==> config.mk <==
export PLATFORM = sky130hd
export DESIGN_NAME = speech_band_agc_unit
export DESIGN_NICKNAME = d
export VERILOG_FILES = /design/src/rtl/sba_pkg.sv /design/src/rtl/sba_div.sv /design/src/rtl/sba_dpath.sv /design/src/rtl/sba_csr.sv /design/src/rtl/sba_ctrl.sv /design/src/rtl/speech_band_agc_unit.sv
export SDC_FILE = /design/constraint.sdc
export NUM_CORES = 2
export LEC_CHECK = 0
export ABC_AREA = 1
export BUFFER_PORTS_ARGS = -buffer_cell sky130_fd_sc_hd__buf_4
export CORE_MARGIN = 2
export CORE_UTILIZATION = 52
export DETAILED_ROUTE_END_ITERATION = 10
export PLACE_DENSITY = 0.71
export SLEW_MARGIN = 10
export SYNTH_ARGS = -nofsm -noshare
export SYNTH_HDL_FRONTEND = slang
export SYNTH_HIERARCHICAL = 1
export SYNTH_SLANG_ARGS = --single-unit
==> constraint.sdc <==
create_clock -name clock -period 11 [get_ports clock]
set_clock_uncertainty 0.15 [all_clocks]
set_input_delay 2.75 -clock clock [delete_from_list [all_inputs] [get_ports clock]]
set_output_delay 2.75 -clock clock [all_outputs]
set_load 0.1 [all_outputs]
==> src/rtl/sba_pkg.sv <==
// shared constants, codes and types for the speech band agc block
// no dependencies; imported by every module of the block
`default_nettype none

package sba_pkg;

   // sample and arithmetic widths
   localparam int SAMPLE_BITS  = 16;
   localparam int STATE_BITS   = 32;
   localparam int COEF_BITS    = 16;
   localparam int TARGET_BITS  = 15;
   localparam int GAIN_BITS    = 18;
   localparam int BOOST_BITS   = 4;
   localparam int ENV_BITS     = SAMPLE_BITS + 1;
   localparam int Q_SHIFT      = 15;
   localparam int MUL_A_BITS   = GAIN_BITS + 1;
   localparam int PROD_BITS    = MUL_A_BITS + STATE_BITS;

   // envelope and gain tracking
   localparam int ATTACK_SHIFT  = 3;
   localparam int RELEASE_SHIFT = 7;
   localparam int GAIN_SHIFT    = 5;
   localparam int ENV_FLOOR     = 100;
   localparam int UNITY_GAIN    = 32768;

   // serial divider, two quotient bits per cycle
   localparam int DIV_NUM_BITS = TARGET_BITS + Q_SHIFT;
   localparam int DIV_DEN_BITS = ENV_BITS - 1;
   localparam int DIV_STEPS    = DIV_NUM_BITS / 2;
   localparam int DIV_CNT_BITS = $clog2(DIV_STEPS);

   // configuration port
   localparam int CSR_ADDR_BITS = 5;
   localparam int CSR_DATA_BITS = 32;
   localparam int REG_IDX_BITS  = 3;

   localparam logic [REG_IDX_BITS-1:0] REG_COEF_B0      = 3'd0;
   localparam logic [REG_IDX_BITS-1:0] REG_COEF_B1      = 3'd1;
   localparam logic [REG_IDX_BITS-1:0] REG_COEF_B2      = 3'd2;
   localparam logic [REG_IDX_BITS-1:0] REG_COEF_A1      = 3'd3;
   localparam logic [REG_IDX_BITS-1:0] REG_COEF_A2      = 3'd4;
   localparam logic [REG_IDX_BITS-1:0] REG_TARGET_LEVEL = 3'd5;
   localparam logic [REG_IDX_BITS-1:0] REG_MAX_GAIN     = 3'd6;
   localparam logic [REG_IDX_BITS-1:0] REG_OUT_BOOST    = 3'd7;

   // register reset values
   localparam logic [COEF_BITS-1:0]   RST_COEF_B0      = 16'd23777;
   localparam logic [COEF_BITS-1:0]   RST_COEF_B1      = 16'd0;
   localparam logic [COEF_BITS-1:0]   RST_COEF_B2      = 16'hA31F;
   localparam logic [COEF_BITS-1:0]   RST_COEF_A1      = 16'hC43E;
   localparam logic [COEF_BITS-1:0]   RST_COEF_A2      = 16'd8989;
   localparam logic [TARGET_BITS-1:0] RST_TARGET_LEVEL = 15'd16384;
   localparam logic [GAIN_BITS-1:0]   RST_MAX_GAIN     = 18'd196608;
   localparam logic [BOOST_BITS-1:0]  RST_OUT_BOOST    = 4'd3;

   // datapath operations
   localparam int OP_BITS = 4;
   localparam logic [OP_BITS-1:0] OP_NOP     = 4'd0;
   localparam logic [OP_BITS-1:0] OP_LOAD    = 4'd1;
   localparam logic [OP_BITS-1:0] OP_M_A1    = 4'd2;
   localparam logic [OP_BITS-1:0] OP_M_A2    = 4'd3;
   localparam logic [OP_BITS-1:0] OP_W       = 4'd4;
   localparam logic [OP_BITS-1:0] OP_M_B0    = 4'd5;
   localparam logic [OP_BITS-1:0] OP_M_B1    = 4'd6;
   localparam logic [OP_BITS-1:0] OP_M_B2    = 4'd7;
   localparam logic [OP_BITS-1:0] OP_BP      = 4'd8;
   localparam logic [OP_BITS-1:0] OP_ENV     = 4'd9;
   localparam logic [OP_BITS-1:0] OP_GAIN    = 4'd10;
   localparam logic [OP_BITS-1:0] OP_M_XG    = 4'd11;
   localparam logic [OP_BITS-1:0] OP_M_BOOST = 4'd12;
   localparam logic [OP_BITS-1:0] OP_OUT     = 4'd13;

   typedef struct packed {
      logic [COEF_BITS-1:0]   coef_b0;
      logic [COEF_BITS-1:0]   coef_b1;
      logic [COEF_BITS-1:0]   coef_b2;
      logic [COEF_BITS-1:0]   coef_a1;
      logic [COEF_BITS-1:0]   coef_a2;
      logic [TARGET_BITS-1:0] target_level;
      logic [GAIN_BITS-1:0]   max_gain;
      logic [BOOST_BITS-1:0]  out_boost;
   } cfg_type;

   typedef struct packed {
      logic [OP_BITS-1:0] op;
      logic               div_start;
   } cmd_type;

   typedef struct packed {
      logic env_above;
      logic div_done;
   } stat_type;

endpackage

`default_nettype wire

==> src/rtl/sba_div.sv <==
// serial unsigned divider, restoring, two quotient bits per cycle
// depends on sba_pkg
`default_nettype none

module sba_div
   import sba_pkg::*;
(
   input  wire logic                    clock,
   input  wire logic                    reset,
   input  wire logic                    start,
   input  wire logic [DIV_NUM_BITS-1:0] dividend,
   input  wire logic [DIV_DEN_BITS-1:0] divisor,
   output logic                         done,
   output logic [DIV_NUM_BITS-1:0]      quotient
);

   logic                    busy_ff, busy_in;
   logic                    done_ff, done_in;
   logic [DIV_CNT_BITS-1:0] cnt_ff, cnt_in;
   logic [DIV_DEN_BITS-1:0] rem_ff, rem_in;
   logic [DIV_NUM_BITS-1:0] quo_ff, quo_in;
   logic [DIV_DEN_BITS-1:0] den_ff, den_in;
   logic [DIV_DEN_BITS-1:0] rem_mid, rem_end;
   logic                    q_hi, q_lo;

   // one restoring step: shift in a bit, subtract when it fits
   function automatic logic [DIV_DEN_BITS:0] div_step(
      input logic [DIV_DEN_BITS-1:0] rem,
      input logic                    nbit,
      input logic [DIV_DEN_BITS-1:0] den
   );
      logic [DIV_DEN_BITS:0] trial;
      logic [DIV_DEN_BITS:0] diff;
      trial = {rem, nbit};
      diff  = trial - {1'b0, den};
      if (trial >= {1'b0, den}) begin
         div_step = {1'b1, diff[DIV_DEN_BITS-1:0]};
      end else begin
         div_step = {1'b0, trial[DIV_DEN_BITS-1:0]};
      end
   endfunction

   // two chained steps per cycle
   always_comb begin
      {q_hi, rem_mid} = div_step(rem_ff, quo_ff[DIV_NUM_BITS-1], den_ff);
      {q_lo, rem_end} = div_step(rem_mid, quo_ff[DIV_NUM_BITS-2], den_ff);
   end

   // iteration control
   always_comb begin
      busy_in = busy_ff;
      done_in = done_ff;
      cnt_in  = cnt_ff;
      rem_in  = rem_ff;
      quo_in  = quo_ff;
      den_in  = den_ff;
      if (start) begin
         busy_in = 1'b1;
         done_in = 1'b0;
         cnt_in  = DIV_CNT_BITS'(DIV_STEPS - 1);
         rem_in  = '0;
         quo_in  = dividend;
         den_in  = divisor;
      end else if (busy_ff) begin
         rem_in = rem_end;
         quo_in = {quo_ff[DIV_NUM_BITS-3:0], q_hi, q_lo};
         if (cnt_ff == '0) begin
            busy_in = 1'b0;
            done_in = 1'b1;
         end else begin
            cnt_in = cnt_ff - DIV_CNT_BITS'(1);
         end
      end
   end

   always_ff @(posedge clock) begin
      if (reset) begin
         busy_ff <= 1'b0;
         done_ff <= 1'b0;
      end else begin
         busy_ff <= busy_in;
         done_ff <= done_in;
      end
   end

   always_ff @(posedge clock) begin
      cnt_ff <= cnt_in;
      rem_ff <= rem_in;
      quo_ff <= quo_in;
      den_ff <= den_in;
   end

   assign done     = done_ff;
   assign quotient = quo_ff;

endmodule

`default_nettype wire

==> src/rtl/sba_dpath.sv <==
// datapath: shared multiplier, biquad accumulator, envelope and gain
// depends on sba_pkg and sba_div
`default_nettype none

module sba_dpath
   import sba_pkg::*;
(
   input  wire logic                   clock,
   input  wire logic                   reset,
   input  wire cmd_type                cmd,
   input  wire cfg_type                cfg,
   input  wire logic [SAMPLE_BITS-1:0] req_sample_in,
   output stat_type                    stat,
   output logic [SAMPLE_BITS-1:0]      rsp_sample_out
);

   // filter and tracking state
   logic [STATE_BITS-1:0]  d1_ff, d1_in;
   logic [STATE_BITS-1:0]  d2_ff, d2_in;
   logic [ENV_BITS-1:0]    env_ff, env_in;
   logic [GAIN_BITS-1:0]   gain_ff, gain_in;

   // working registers
   logic [SAMPLE_BITS-1:0] x_ff, x_in;
   logic [STATE_BITS-1:0]  acc_ff, acc_in;
   logic [STATE_BITS-1:0]  w_ff, w_in;
   logic [PROD_BITS-1:0]   prod_ff, prod_in;
   logic [SAMPLE_BITS-1:0] out_ff, out_in;

   logic signed [MUL_A_BITS-1:0] mul_a;
   logic signed [STATE_BITS-1:0] mul_b;
   logic signed [PROD_BITS-1:0]  mul_p;
   logic [STATE_BITS-1:0]        psh;
   logic [STATE_BITS-1:0]        x_ext;

   logic [SAMPLE_BITS-1:0]       mag;
   logic signed [ENV_BITS:0]     lvl_ext, env_ext, env_diff, env_step, env_new;

   logic [DIV_NUM_BITS-1:0]      quotient;
   logic                         div_done;
   logic [GAIN_BITS-1:0]         want;
   logic signed [GAIN_BITS:0]    gain_diff, gain_step, gain_new;

   logic [PROD_BITS-SAMPLE_BITS:0] prod_top;

   function automatic logic [MUL_A_BITS-1:0] coef_ext(input logic [COEF_BITS-1:0] c);
      coef_ext = {{(MUL_A_BITS-COEF_BITS){c[COEF_BITS-1]}}, c};
   endfunction

   assign x_ext = {{(STATE_BITS-SAMPLE_BITS){x_ff[SAMPLE_BITS-1]}}, x_ff};
   assign psh   = prod_ff[Q_SHIFT+STATE_BITS-1:Q_SHIFT];

   // shared multiplier operand select
   always_comb begin
      mul_a = '0;
      mul_b = '0;
      case (cmd.op)
         OP_M_A1: begin
            mul_a = coef_ext(cfg.coef_a1);
            mul_b = d1_ff;
         end
         OP_M_A2: begin
            mul_a = coef_ext(cfg.coef_a2);
            mul_b = d2_ff;
         end
         OP_M_B0: begin
            mul_a = coef_ext(cfg.coef_b0);
            mul_b = w_ff;
         end
         OP_M_B1: begin
            mul_a = coef_ext(cfg.coef_b1);
            mul_b = d1_ff;
         end
         OP_M_B2: begin
            mul_a = coef_ext(cfg.coef_b2);
            mul_b = d2_ff;
         end
         OP_M_XG: begin
            mul_a = {1'b0, gain_ff};
            mul_b = x_ext;
         end
         OP_M_BOOST: begin
            mul_a = {{(MUL_A_BITS-BOOST_BITS){1'b0}}, cfg.out_boost};
            mul_b = psh;
         end
         default: begin
            mul_a = '0;
            mul_b = '0;
         end
      endcase
   end

   assign mul_p = mul_a * mul_b;

   // envelope follower on the truncated filter magnitude
   always_comb begin
      mag      = acc_ff[STATE_BITS-1] ? (SAMPLE_BITS'(0) - acc_ff[SAMPLE_BITS-1:0])
                                      : acc_ff[SAMPLE_BITS-1:0];
      lvl_ext  = {{2{mag[SAMPLE_BITS-1]}}, mag};
      env_ext  = {env_ff[ENV_BITS-1], env_ff};
      env_diff = lvl_ext - env_ext;
      if (lvl_ext > env_ext) begin
         env_step = env_diff >>> ATTACK_SHIFT;
      end else begin
         env_step = env_diff >>> RELEASE_SHIFT;
      end
      env_new = env_ext + env_step;
   end

   // gain step toward the capped quotient
   always_comb begin
      if (quotient > {{(DIV_NUM_BITS-GAIN_BITS){1'b0}}, cfg.max_gain}) begin
         want = cfg.max_gain;
      end else begin
         want = quotient[GAIN_BITS-1:0];
      end
      gain_diff = $signed({1'b0, want}) - $signed({1'b0, gain_ff});
      gain_step = gain_diff >>> GAIN_SHIFT;
      gain_new  = $signed({1'b0, gain_ff}) + gain_step;
   end

   assign prod_top = prod_ff[PROD_BITS-1:SAMPLE_BITS-1];

   // next values per operation
   always_comb begin
      d1_in   = d1_ff;
      d2_in   = d2_ff;
      env_in  = env_ff;
      gain_in = gain_ff;
      x_in    = x_ff;
      acc_in  = acc_ff;
      w_in    = w_ff;
      prod_in = prod_ff;
      out_in  = out_ff;
      case (cmd.op)
         OP_LOAD: x_in = req_sample_in;
         OP_M_A1: begin
            prod_in = mul_p;
            acc_in  = x_ext;
         end
         OP_M_A2: begin
            prod_in = mul_p;
            acc_in  = acc_ff - psh;
         end
         OP_W:    w_in = acc_ff - psh;
         OP_M_B0: prod_in = mul_p;
         OP_M_B1: begin
            prod_in = mul_p;
            acc_in  = psh;
         end
         OP_M_B2: begin
            prod_in = mul_p;
            acc_in  = acc_ff + psh;
         end
         OP_BP: begin
            acc_in = acc_ff + psh;
            d2_in  = d1_ff;
            d1_in  = w_ff;
         end
         OP_ENV:     env_in = env_new[ENV_BITS-1:0];
         OP_GAIN:    gain_in = gain_new[GAIN_BITS-1:0];
         OP_M_XG:    prod_in = mul_p;
         OP_M_BOOST: prod_in = mul_p;
         OP_OUT: begin
            // saturate to the signed sample range
            if (prod_ff[PROD_BITS-1] && !(&prod_top)) begin
               out_in = {1'b1, {(SAMPLE_BITS-1){1'b0}}};
            end else if (!prod_ff[PROD_BITS-1] && (|prod_top)) begin
               out_in = {1'b0, {(SAMPLE_BITS-1){1'b1}}};
            end else begin
               out_in = prod_ff[SAMPLE_BITS-1:0];
            end
         end
         default: begin
            out_in = out_ff;
         end
      endcase
   end

   always_ff @(posedge clock) begin
      if (reset) begin
         d1_ff   <= '0;
         d2_ff   <= '0;
         env_ff  <= '0;
         gain_ff <= GAIN_BITS'(UNITY_GAIN);
      end else begin
         d1_ff   <= d1_in;
         d2_ff   <= d2_in;
         env_ff  <= env_in;
         gain_ff <= gain_in;
      end
   end

   always_ff @(posedge clock) begin
      x_ff    <= x_in;
      acc_ff  <= acc_in;
      w_ff    <= w_in;
      prod_ff <= prod_in;
      out_ff  <= out_in;
   end

   // divide target by envelope for the wanted gain
   sba_div u_div (
      .clock    (clock),
      .reset    (reset),
      .start    (cmd.div_start),
      .dividend ({cfg.target_level, {Q_SHIFT{1'b0}}}),
      .divisor  (env_ff[DIV_DEN_BITS-1:0]),
      .done     (div_done),
      .quotient (quotient)
   );

   assign stat.env_above = $signed(env_ff) > $signed(ENV_BITS'(ENV_FLOOR));
   assign stat.div_done  = div_done;
   assign rsp_sample_out = out_ff;

endmodule

`default_nettype wire

==> src/rtl/sba_csr.sv <==
// configuration registers behind the apb-style port
// depends on sba_pkg
`default_nettype none

module sba_csr
   import sba_pkg::*;
(
   input  wire logic                     clock,
   input  wire logic                     reset,
   input  wire logic                     psel,
   input  wire logic                     penable,
   input  wire logic                     pwrite,
   input  wire logic [CSR_ADDR_BITS-1:0] paddr,
   input  wire logic [CSR_DATA_BITS-1:0] pwdata,
   output logic [CSR_DATA_BITS-1:0]      prdata,
   output logic                          pready,
   output cfg_type                       cfg
);

   cfg_type                 cfg_ff, cfg_in;
   logic [REG_IDX_BITS-1:0] idx;
   logic                    wr_en;

   assign idx   = paddr[CSR_ADDR_BITS-1:2];
   assign wr_en = psel & penable & pwrite;

   // register write decode, low bits kept
   always_comb begin
      cfg_in = cfg_ff;
      if (wr_en) begin
         case (idx)
            REG_COEF_B0:      cfg_in.coef_b0      = pwdata[COEF_BITS-1:0];
            REG_COEF_B1:      cfg_in.coef_b1      = pwdata[COEF_BITS-1:0];
            REG_COEF_B2:      cfg_in.coef_b2      = pwdata[COEF_BITS-1:0];
            REG_COEF_A1:      cfg_in.coef_a1      = pwdata[COEF_BITS-1:0];
            REG_COEF_A2:      cfg_in.coef_a2      = pwdata[COEF_BITS-1:0];
            REG_TARGET_LEVEL: cfg_in.target_level = pwdata[TARGET_BITS-1:0];
            REG_MAX_GAIN:     cfg_in.max_gain     = pwdata[GAIN_BITS-1:0];
            REG_OUT_BOOST:    cfg_in.out_boost    = pwdata[BOOST_BITS-1:0];
            default:          cfg_in = cfg_ff;
         endcase
      end
   end

   always_ff @(posedge clock) begin
      if (reset) begin
         cfg_ff.coef_b0      <= RST_COEF_B0;
         cfg_ff.coef_b1      <= RST_COEF_B1;
         cfg_ff.coef_b2      <= RST_COEF_B2;
         cfg_ff.coef_a1      <= RST_COEF_A1;
         cfg_ff.coef_a2      <= RST_COEF_A2;
         cfg_ff.target_level <= RST_TARGET_LEVEL;
         cfg_ff.max_gain     <= RST_MAX_GAIN;
         cfg_ff.out_boost    <= RST_OUT_BOOST;
      end else begin
         cfg_ff <= cfg_in;
      end
   end

   // read mux
   always_comb begin
      case (idx)
         REG_COEF_B0:      prdata = CSR_DATA_BITS'(cfg_ff.coef_b0);
         REG_COEF_B1:      prdata = CSR_DATA_BITS'(cfg_ff.coef_b1);
         REG_COEF_B2:      prdata = CSR_DATA_BITS'(cfg_ff.coef_b2);
         REG_COEF_A1:      prdata = CSR_DATA_BITS'(cfg_ff.coef_a1);
         REG_COEF_A2:      prdata = CSR_DATA_BITS'(cfg_ff.coef_a2);
         REG_TARGET_LEVEL: prdata = CSR_DATA_BITS'(cfg_ff.target_level);
         REG_MAX_GAIN:     prdata = CSR_DATA_BITS'(cfg_ff.max_gain);
         REG_OUT_BOOST:    prdata = CSR_DATA_BITS'(cfg_ff.out_boost);
         default:          prdata = '0;
      endcase
   end

   assign pready = 1'b1;
   assign cfg    = cfg_ff;

endmodule

`default_nettype wire

==> src/rtl/sba_ctrl.sv <==
// controller: sequences the datapath through one item and owns the handshakes
// depends on sba_pkg
`default_nettype none

module sba_ctrl
   import sba_pkg::*;
(
   input  wire logic     clock,
   input  wire logic     reset,
   input  wire logic     req_valid,
   output logic          req_stall,
   output logic          rsp_valid,
   input  wire logic     rsp_stall,
   input  wire stat_type stat,
   output cmd_type       cmd
);

   localparam logic [3:0] ST_IDLE    = 4'd0;
   localparam logic [3:0] ST_M_A1    = 4'd1;
   localparam logic [3:0] ST_M_A2    = 4'd2;
   localparam logic [3:0] ST_W       = 4'd3;
   localparam logic [3:0] ST_M_B0    = 4'd4;
   localparam logic [3:0] ST_M_B1    = 4'd5;
   localparam logic [3:0] ST_M_B2    = 4'd6;
   localparam logic [3:0] ST_BP      = 4'd7;
   localparam logic [3:0] ST_ENV     = 4'd8;
   localparam logic [3:0] ST_CHK     = 4'd9;
   localparam logic [3:0] ST_DIV     = 4'd10;
   localparam logic [3:0] ST_GAIN    = 4'd11;
   localparam logic [3:0] ST_M_XG    = 4'd12;
   localparam logic [3:0] ST_M_BOOST = 4'd13;
   localparam logic [3:0] ST_OUT     = 4'd14;

   logic [3:0] state_ff, state_in;
   logic       rsp_valid_ff, rsp_valid_in;

   // next state and command
   always_comb begin
      state_in      = state_ff;
      cmd.op        = OP_NOP;
      cmd.div_start = 1'b0;
      // a waiting result clears once taken
      rsp_valid_in  = rsp_valid_ff & rsp_stall;
      case (state_ff)
         ST_IDLE: begin
            if (req_valid) begin
               cmd.op   = OP_LOAD;
               state_in = ST_M_A1;
            end
         end
         ST_M_A1: begin
            cmd.op   = OP_M_A1;
            state_in = ST_M_A2;
         end
         ST_M_A2: begin
            cmd.op   = OP_M_A2;
            state_in = ST_W;
         end
         ST_W: begin
            cmd.op   = OP_W;
            state_in = ST_M_B0;
         end
         ST_M_B0: begin
            cmd.op   = OP_M_B0;
            state_in = ST_M_B1;
         end
         ST_M_B1: begin
            cmd.op   = OP_M_B1;
            state_in = ST_M_B2;
         end
         ST_M_B2: begin
            cmd.op   = OP_M_B2;
            state_in = ST_BP;
         end
         ST_BP: begin
            cmd.op   = OP_BP;
            state_in = ST_ENV;
         end
         ST_ENV: begin
            cmd.op   = OP_ENV;
            state_in = ST_CHK;
         end
         ST_CHK: begin
            // quiet envelope holds the gain
            if (stat.env_above) begin
               cmd.div_start = 1'b1;
               state_in      = ST_DIV;
            end else begin
               state_in = ST_M_XG;
            end
         end
         ST_DIV: begin
            if (stat.div_done) begin
               state_in = ST_GAIN;
            end
         end
         ST_GAIN: begin
            cmd.op   = OP_GAIN;
            state_in = ST_M_XG;
         end
         ST_M_XG: begin
            cmd.op   = OP_M_XG;
            state_in = ST_M_BOOST;
         end
         ST_M_BOOST: begin
            cmd.op   = OP_M_BOOST;
            state_in = ST_OUT;
         end
         ST_OUT: begin
            // wait until the output register is free
            if (!rsp_valid_ff || !rsp_stall) begin
               cmd.op       = OP_OUT;
               rsp_valid_in = 1'b1;
               state_in     = ST_IDLE;
            end
         end
         default: begin
            state_in = ST_IDLE;
         end
      endcase
   end

   always_ff @(posedge clock) begin
      if (reset) begin
         state_ff     <= ST_IDLE;
         rsp_valid_ff <= 1'b0;
      end else begin
         state_ff     <= state_in;
         rsp_valid_ff <= rsp_valid_in;
      end
   end

   assign req_stall = (state_ff != ST_IDLE);
   assign rsp_valid = rsp_valid_ff;

endmodule

`default_nettype wire

==> src/rtl/speech_band_agc_unit.sv <==
// Speech band automatic gain control, top level.
// Depends on sba_pkg, sba_csr, sba_ctrl and sba_dpath.
//
// Input channel req_: one signed sample per item on req_sample_in, taken when
// req_valid is high and req_stall is low. Result channel rsp_: one gain
// controlled sample per item on rsp_sample_out, taken when rsp_valid is high
// and rsp_stall is low. Configuration goes through the apb-style port (psel,
// penable, pwrite, paddr, pwdata, prdata, pready), register i at byte 4*i;
// write it only while no item is in flight.
//
// One item is worked at a time. An item runs through seven passes of the
// shared multiplier. When the envelope is at or below the floor the gain is
// held; when it is above, the gain is updated after the serial divider, two
// quotient bits per cycle, gives the wanted gain. req_stall is high while an
// item is in work. The result sits in an output register, so the next item
// is taken while it waits; if the receiver stalls, a second result holds in
// the datapath until the output register frees. Synchronous reset clears the
// filter state and envelope, sets the gain to unity and loads the register
// defaults.
`default_nettype none

module speech_band_agc_unit
   import sba_pkg::*;
(
   input  wire logic                     clock,
   input  wire logic                     reset,
   input  wire logic                     req_valid,
   output logic                          req_stall,
   input  wire logic [SAMPLE_BITS-1:0]   req_sample_in,
   output logic                          rsp_valid,
   input  wire logic                     rsp_stall,
   output logic [SAMPLE_BITS-1:0]        rsp_sample_out,
   input  wire logic                     psel,
   input  wire logic                     penable,
   input  wire logic                     pwrite,
   input  wire logic [CSR_ADDR_BITS-1:0] paddr,
   input  wire logic [CSR_DATA_BITS-1:0] pwdata,
   output logic [CSR_DATA_BITS-1:0]      prdata,
   output logic                          pready
);

   cfg_type  cfg;
   cmd_type  cmd;
   stat_type stat;

   // configuration registers
   sba_csr u_csr (
      .clock   (clock),
      .reset   (reset),
      .psel    (psel),
      .penable (penable),
      .pwrite  (pwrite),
      .paddr   (paddr),
      .pwdata  (pwdata),
      .prdata  (prdata),
      .pready  (pready),
      .cfg     (cfg)
   );

   // sequencer
   sba_ctrl u_ctrl (
      .clock     (clock),
      .reset     (reset),
      .req_valid (req_valid),
      .req_stall (req_stall),
      .rsp_valid (rsp_valid),
      .rsp_stall (rsp_stall),
      .stat      (stat),
      .cmd       (cmd)
   );

   // arithmetic
   sba_dpath u_dpath (
      .clock          (clock),
      .reset          (reset),
      .cmd            (cmd),
      .cfg            (cfg),
      .req_sample_in  (req_sample_in),
      .stat           (stat),
      .rsp_sample_out (rsp_sample_out)
   );

endmodule

`default_nettype wire
Word level (Yosys, flattened, before mapping)
Cells that the tools add are included.

Reduce and logical (&&, ||, !) cells: 31. Magnitude comparators: 5. Multipliers: 1. Bitwise gates (word level): 4. Eq/ne operators: 37. Muxes and demuxes: 27. Add/subtract/negate cells: 10.

Operator list (number): $pmux W32 S8 (1); $pmux W32 S5 (1); $pmux W19 S7 (1); $pmux W32 S4 (1); $mux W30 (2); $pmux W4 S15 (1); $eq A4 B4 Y1 const B (13); $pmux W4 S13 (1); $mul A19 B32 Y51 (1); $reduce_and A36 Y1 (1); $reduce_or A36 Y1 (1); $ge A17 B16 Y1 (2); $mux W17 (2); $add A32 B32 Y32 (1); $eq A4 B3 Y1 const B (8); $mux W16 (2); $sub A16 B16 Y16 (2); $sub A32 B32 Y32 (1); $gt A30 B18 Y1 (1); $reduce_and A2 Y1 (10); $sub A18 B18 Y19 (1); $add A18 B14 Y18 (1); $mux W18 (1); $sub A16 B17 Y18 (1); other kinds (28) (58).

Register bits: 436. Input bits: 60. Output and inout port bits: 51. Word-level logic and storage cells: 141.

Longest topological paths before layout
Depth after elaboration: 8. Mapped depth: 45. Mapped depth without buffers: 43.

Hierarchy
Netlist, hierarchy kept.

Modules (own cells, without submodules): sba_dpath (times used 1, area an instance 39377.8 um^2, seq. area each 6396.1 um^2, cells an instance 4953); sba_csr (times used 1, area an instance 5520.3 um^2, seq. area each 2342.2 um^2, cells an instance 799); sba_div (times used 1, area an instance 4809.6 um^2, seq. area each 1821.7 um^2, cells an instance 667); sba_ctrl (times used 1, area an instance 476.7 um^2, seq. area each 100.1 um^2, cells an instance 78).

Worst setup path before layout
No wires, ideal clock.

Path type: input to register. From: input rsp_stall. To: register u_dpath.prod_ff[48], data pin. Data required time: 10.588 ns. Slack: 0.959 ns. Setup time: 0.262 ns. Path buffers: 2. Arrival time: 9.629 ns. Stages: 38. Cells stage by stage: nand2_1 > nand2_1 > o21ai_1 > inv_1 > o211ai_1 > inv_2 > nor2_1 > inv_2 > nor2_2 > inv_2 > buf_2 > nor2_1 > nor4_4 > buf_2 > nor2_1 > fa_1 > inv_1 > fa_1 > (+2 left out) > fa_1 > fa_1 > fa_1 > inv_1 > fa_1 > inv_1 > ha_1 > nand2_1 > nor2_1 > inv_1 > nor3_1 > a21oi_2 > o21ai_2 > nand2_1 > nand2_1 > a21oi_1 > o21bai_1 > xor2_1.

RTL lines: start, declared (line speech_band_agc_unit.sv:31) `input wire logic rsp_stall,`; end signal, assigned (line sba_dpath.sv:198) `prod_ff <= prod_in;`; end, declared (line sba_dpath.sv:27) `logic [PROD_BITS-1:0] prod_ff, prod_in;`.

==> results.yml <==
pwr:
  clkPwrFrac: 0.270
  pwr-share-seq: 0.300
  intPower_uw: 3882
  power_uw: 6682
  p_sw_uw: 2800
  vdd_drop_max_uv: 129.5
  power_density_nw_per_um2: 118.7
  power_frac_comb: 0.430
  sw_frac_of_total: 0.4191
  p_leak_uw: 0.02849
setup_path:
  arrival_ns: 10.85
  path_delay_family: "adder cells"
  slowest_stage: "fa_1"
  cpPeakStageDelay_ns: 0.54
  cp.required_ns: 11.21
  worst-path-max-fanout: 11
  setup.worst_path.end_class: "register"
  crit_type: "primary input to register"
  worstPathBufferInverterCount: 13
  cpMostUsedCell: "inv_1"
  startpoint_type: "primary input"
timing:
  finalCriticalPeriod_ns: 10.65
  fin_tns_setup_ns: 0
  timing.final.crit_share: 0.9681
  timing.final.ws_setup_ns: 0.3505
  slew_headroom: 0.2631
  slew_viol_final: 0
  rsz0062_at_grt: "no"
  timing_hold_violations_final: 0
  tightestPinTransition_ns: 1.105
  finalSetupViolCount: 0
  fmax_mhz: 93.90
yosys:
  netlist_instances: 6497
  yosys_warnings: 6
  yosysSeqAreaShare: 0.2124
  synth_flop_cell: "dfxtp_1"
  yosys.area.top_type: "fa_1"
  synth_cell_types: 72
  syn_avg_cell_area_sq_um: 7.724
  yosysTopAreaCellShare: 0.2378
  async_flop_share: 0
  synth_edf_count: 193
  ys_ff_latch: 436
  netlist_top_cells_area: "fa_1, edfxtp_1, nand2_1"
  netlist_area_sq_um: 50180
cells_and_area:
  mostFrequentLayoutCell: "nand2_1"
  area_growth_pct: 12.22
  nNetsFinal: 7765
  stdcell_area_sq_um: 56320
  final_core_util: 0.5910
  drive_above_1_share: 0.1066
  mostFrequentLayoutCells: "nand2_1, inv_1, nor2_1"
  antenna_cells: 0
clocking:
  worst_skew_pair.late_latency_ns: 0.64
  ctsResizeCount: 0
  cts_tree: "yes"
  post_cts_buffers: 0
  numCtsBuffers: 50
  clk_path_buf_depth: 3
  clock-sinks: 436
  hold_buffers: 0
  path_clk_slew_ns: 0.06
  cts-root-buf: "clkbuf_16"
  cts_htree_levels: 2
drt:
  drc: 0
  dr.first_iter.drc_count: 4488
  routedWlPerCell_um: 19.20
  drt_wl_total_um: 155400
  via_count: 44760
  first_pass_iters: 9
  viasPerCell: 5.529
  ant_nets: 0
place:
  place_hpwl_um: 126600
  dpl_cell_area_sq_um: 54530
  place_congestion: 0.9792
  pre_cts_ws_ns: -0.1597
  port_buffers: 79
die:
  start_util: 0.5266
  dieArea_sq_um: 99010
  rows: 113
  die_h_um: 314.7
  die_w_um: 314.7
  io_pins: 111
  core_sq_um: 95290
global_route:
  overflow: 0
  grt_max_degree: 118
  grt_antenna_before_repair: 1
  grt_first_pass_wirelength_um: 244400
  track_usage: 0.3163
  grt_pass1_vias: 44418
job:
  maxCapViolCount: 0
worst_hold_path:
  hold_path.class: "register to register"
outcome:
  outcome: "finished, final reports clean"
## power by group through the flow
stage	sequential, uW	combinational (uW)	clock (uW)
6_report	2000	2880	1810
5_1_grt	2000	3130	1890
4_1_cts	1990	2830	1830
3_5_place_dp	2030	2800	0
3_3_place_gp	2030	2780	0
2_1_floorplan	1950	1910	0
## stage by stage
step | hold WS [ns] | cells
6_report | 0.3054 | 8095
5_1_grt | 0.3138 | 8095
4_1_cts | 0.3087 | 8093
3_5_place_dp | 0.2970 | 8000
3_3_place_gp | 0.2919 | 8000
2_1_floorplan | 0.2731 | 6524
## area by class of cell
type | instances | area (sq um)
timing repair buffer | 475 | 4029
inverter | 1183 | 4448
sequential | 436 | 10660
tap | 1265 | 1583
fill | 8677 | 38980
clock inverter | 35 | 426.7
multi-input combinational | 4643 | 33840
clock buffer | 58 | 1333
## cells in the mapped netlist (9+ instances only)
cell type,number
clkbuf_1,86
a21o_1,17
a21oi_1,334
o21a_1,14
fa_1,596
o211ai_1,18
dfxtp_1,243
a22o_1,13
inv_2,34
and2_1,11
nor2_1,802
buf_6,19
nand3_1,224
a21oi_2,13
o21bai_1,9
inv_1,1143
nor4_1,17
nand2_2,19
ha_1,320
buf_1,10
a221oi_1,33
buf_2,117
a31oi_1,20
nor3_1,49
xor2_1,104
o21ai_0,328
o2111ai_1,19
buf_4,28
xnor2_1,62
a22oi_1,20
o21ai_1,35
nand3b_1,9
nand4_1,83
nor2_2,20
edfxtp_1,193
o21ai_2,13
nand2_1,1325
## final timing paths
path                                                           start                                    to  slack (ns)  depth (start not counted)
worst min-delay path            u_dpath/u_div/cnt_ff[0]$_SDFFE_PP0P_  u_dpath/u_div/cnt_ff[0]$_SDFFE_PP0P_        0.31                          1
worst min register to register  u_dpath/u_div/cnt_ff[0]$_SDFFE_PP0P_  u_dpath/u_div/cnt_ff[0]$_SDFFE_PP0P_        0.31                          1
worst max-delay path                                       rsp_stall         u_dpath/prod_ff[46]$_DFFE_PP_        0.35                         38
worst max register to register       u_ctrl/state_ff[2]$_SDFFE_PP0P_         u_dpath/prod_ff[46]$_DFFE_PP_        1.70                         36
## registers in the layout (all words and copies together), names as in the netlist
| signal | cells |
|---|---|
| u_dpath/d1_ff | 32 |
| u_dpath/gain_ff | 18 |
| u_dpath/u_div/den_ff | 16 |
| u_dpath/w_ff | 32 |
| u_dpath/prod_ff | 51 |
| u_dpath/rsp_sample_out | 16 |
| u_dpath/u_div/done | 1 |
| u_dpath/u_div/rem_ff | 16 |
| u_dpath/u_div/cnt_ff | 4 |
| u_dpath/env_ff | 17 |
| u_dpath/u_div/busy_ff | 1 |
| u_dpath/acc_ff | 32 |
| u_dpath/x_ff | 16 |
| u_ctrl/state_ff | 4 |
| u_csr/cfg | 117 |
| u_dpath/u_div/quotient | 30 |
| u_ctrl/rsp_valid | 1 |
| u_dpath/d2_ff | 32 |
## routing by layer
layer	vias up	track usage	part of all wire
met5	-	0	0
met4	0	0.1562	0.057
met3	381	0.04289	0.079
met2	1975	0.5205	0.46
met1	21476	0.4110	0.40
li1	20928	-	-
## cells by family (layout without fill, tap and decap cells)
group           Yosys count  in the layout  synth area share
compound gates          922            922            0.1063
xor+xnor                166            166           0.02897
fa+ha+maj               916            916            0.3175
buf+inv                1445           1751            0.1161
flops                   436            436            0.2124
other cells               3             30         0.0002244
simple gates           2609           2609            0.2184
(Power assumes the default switching activity.)
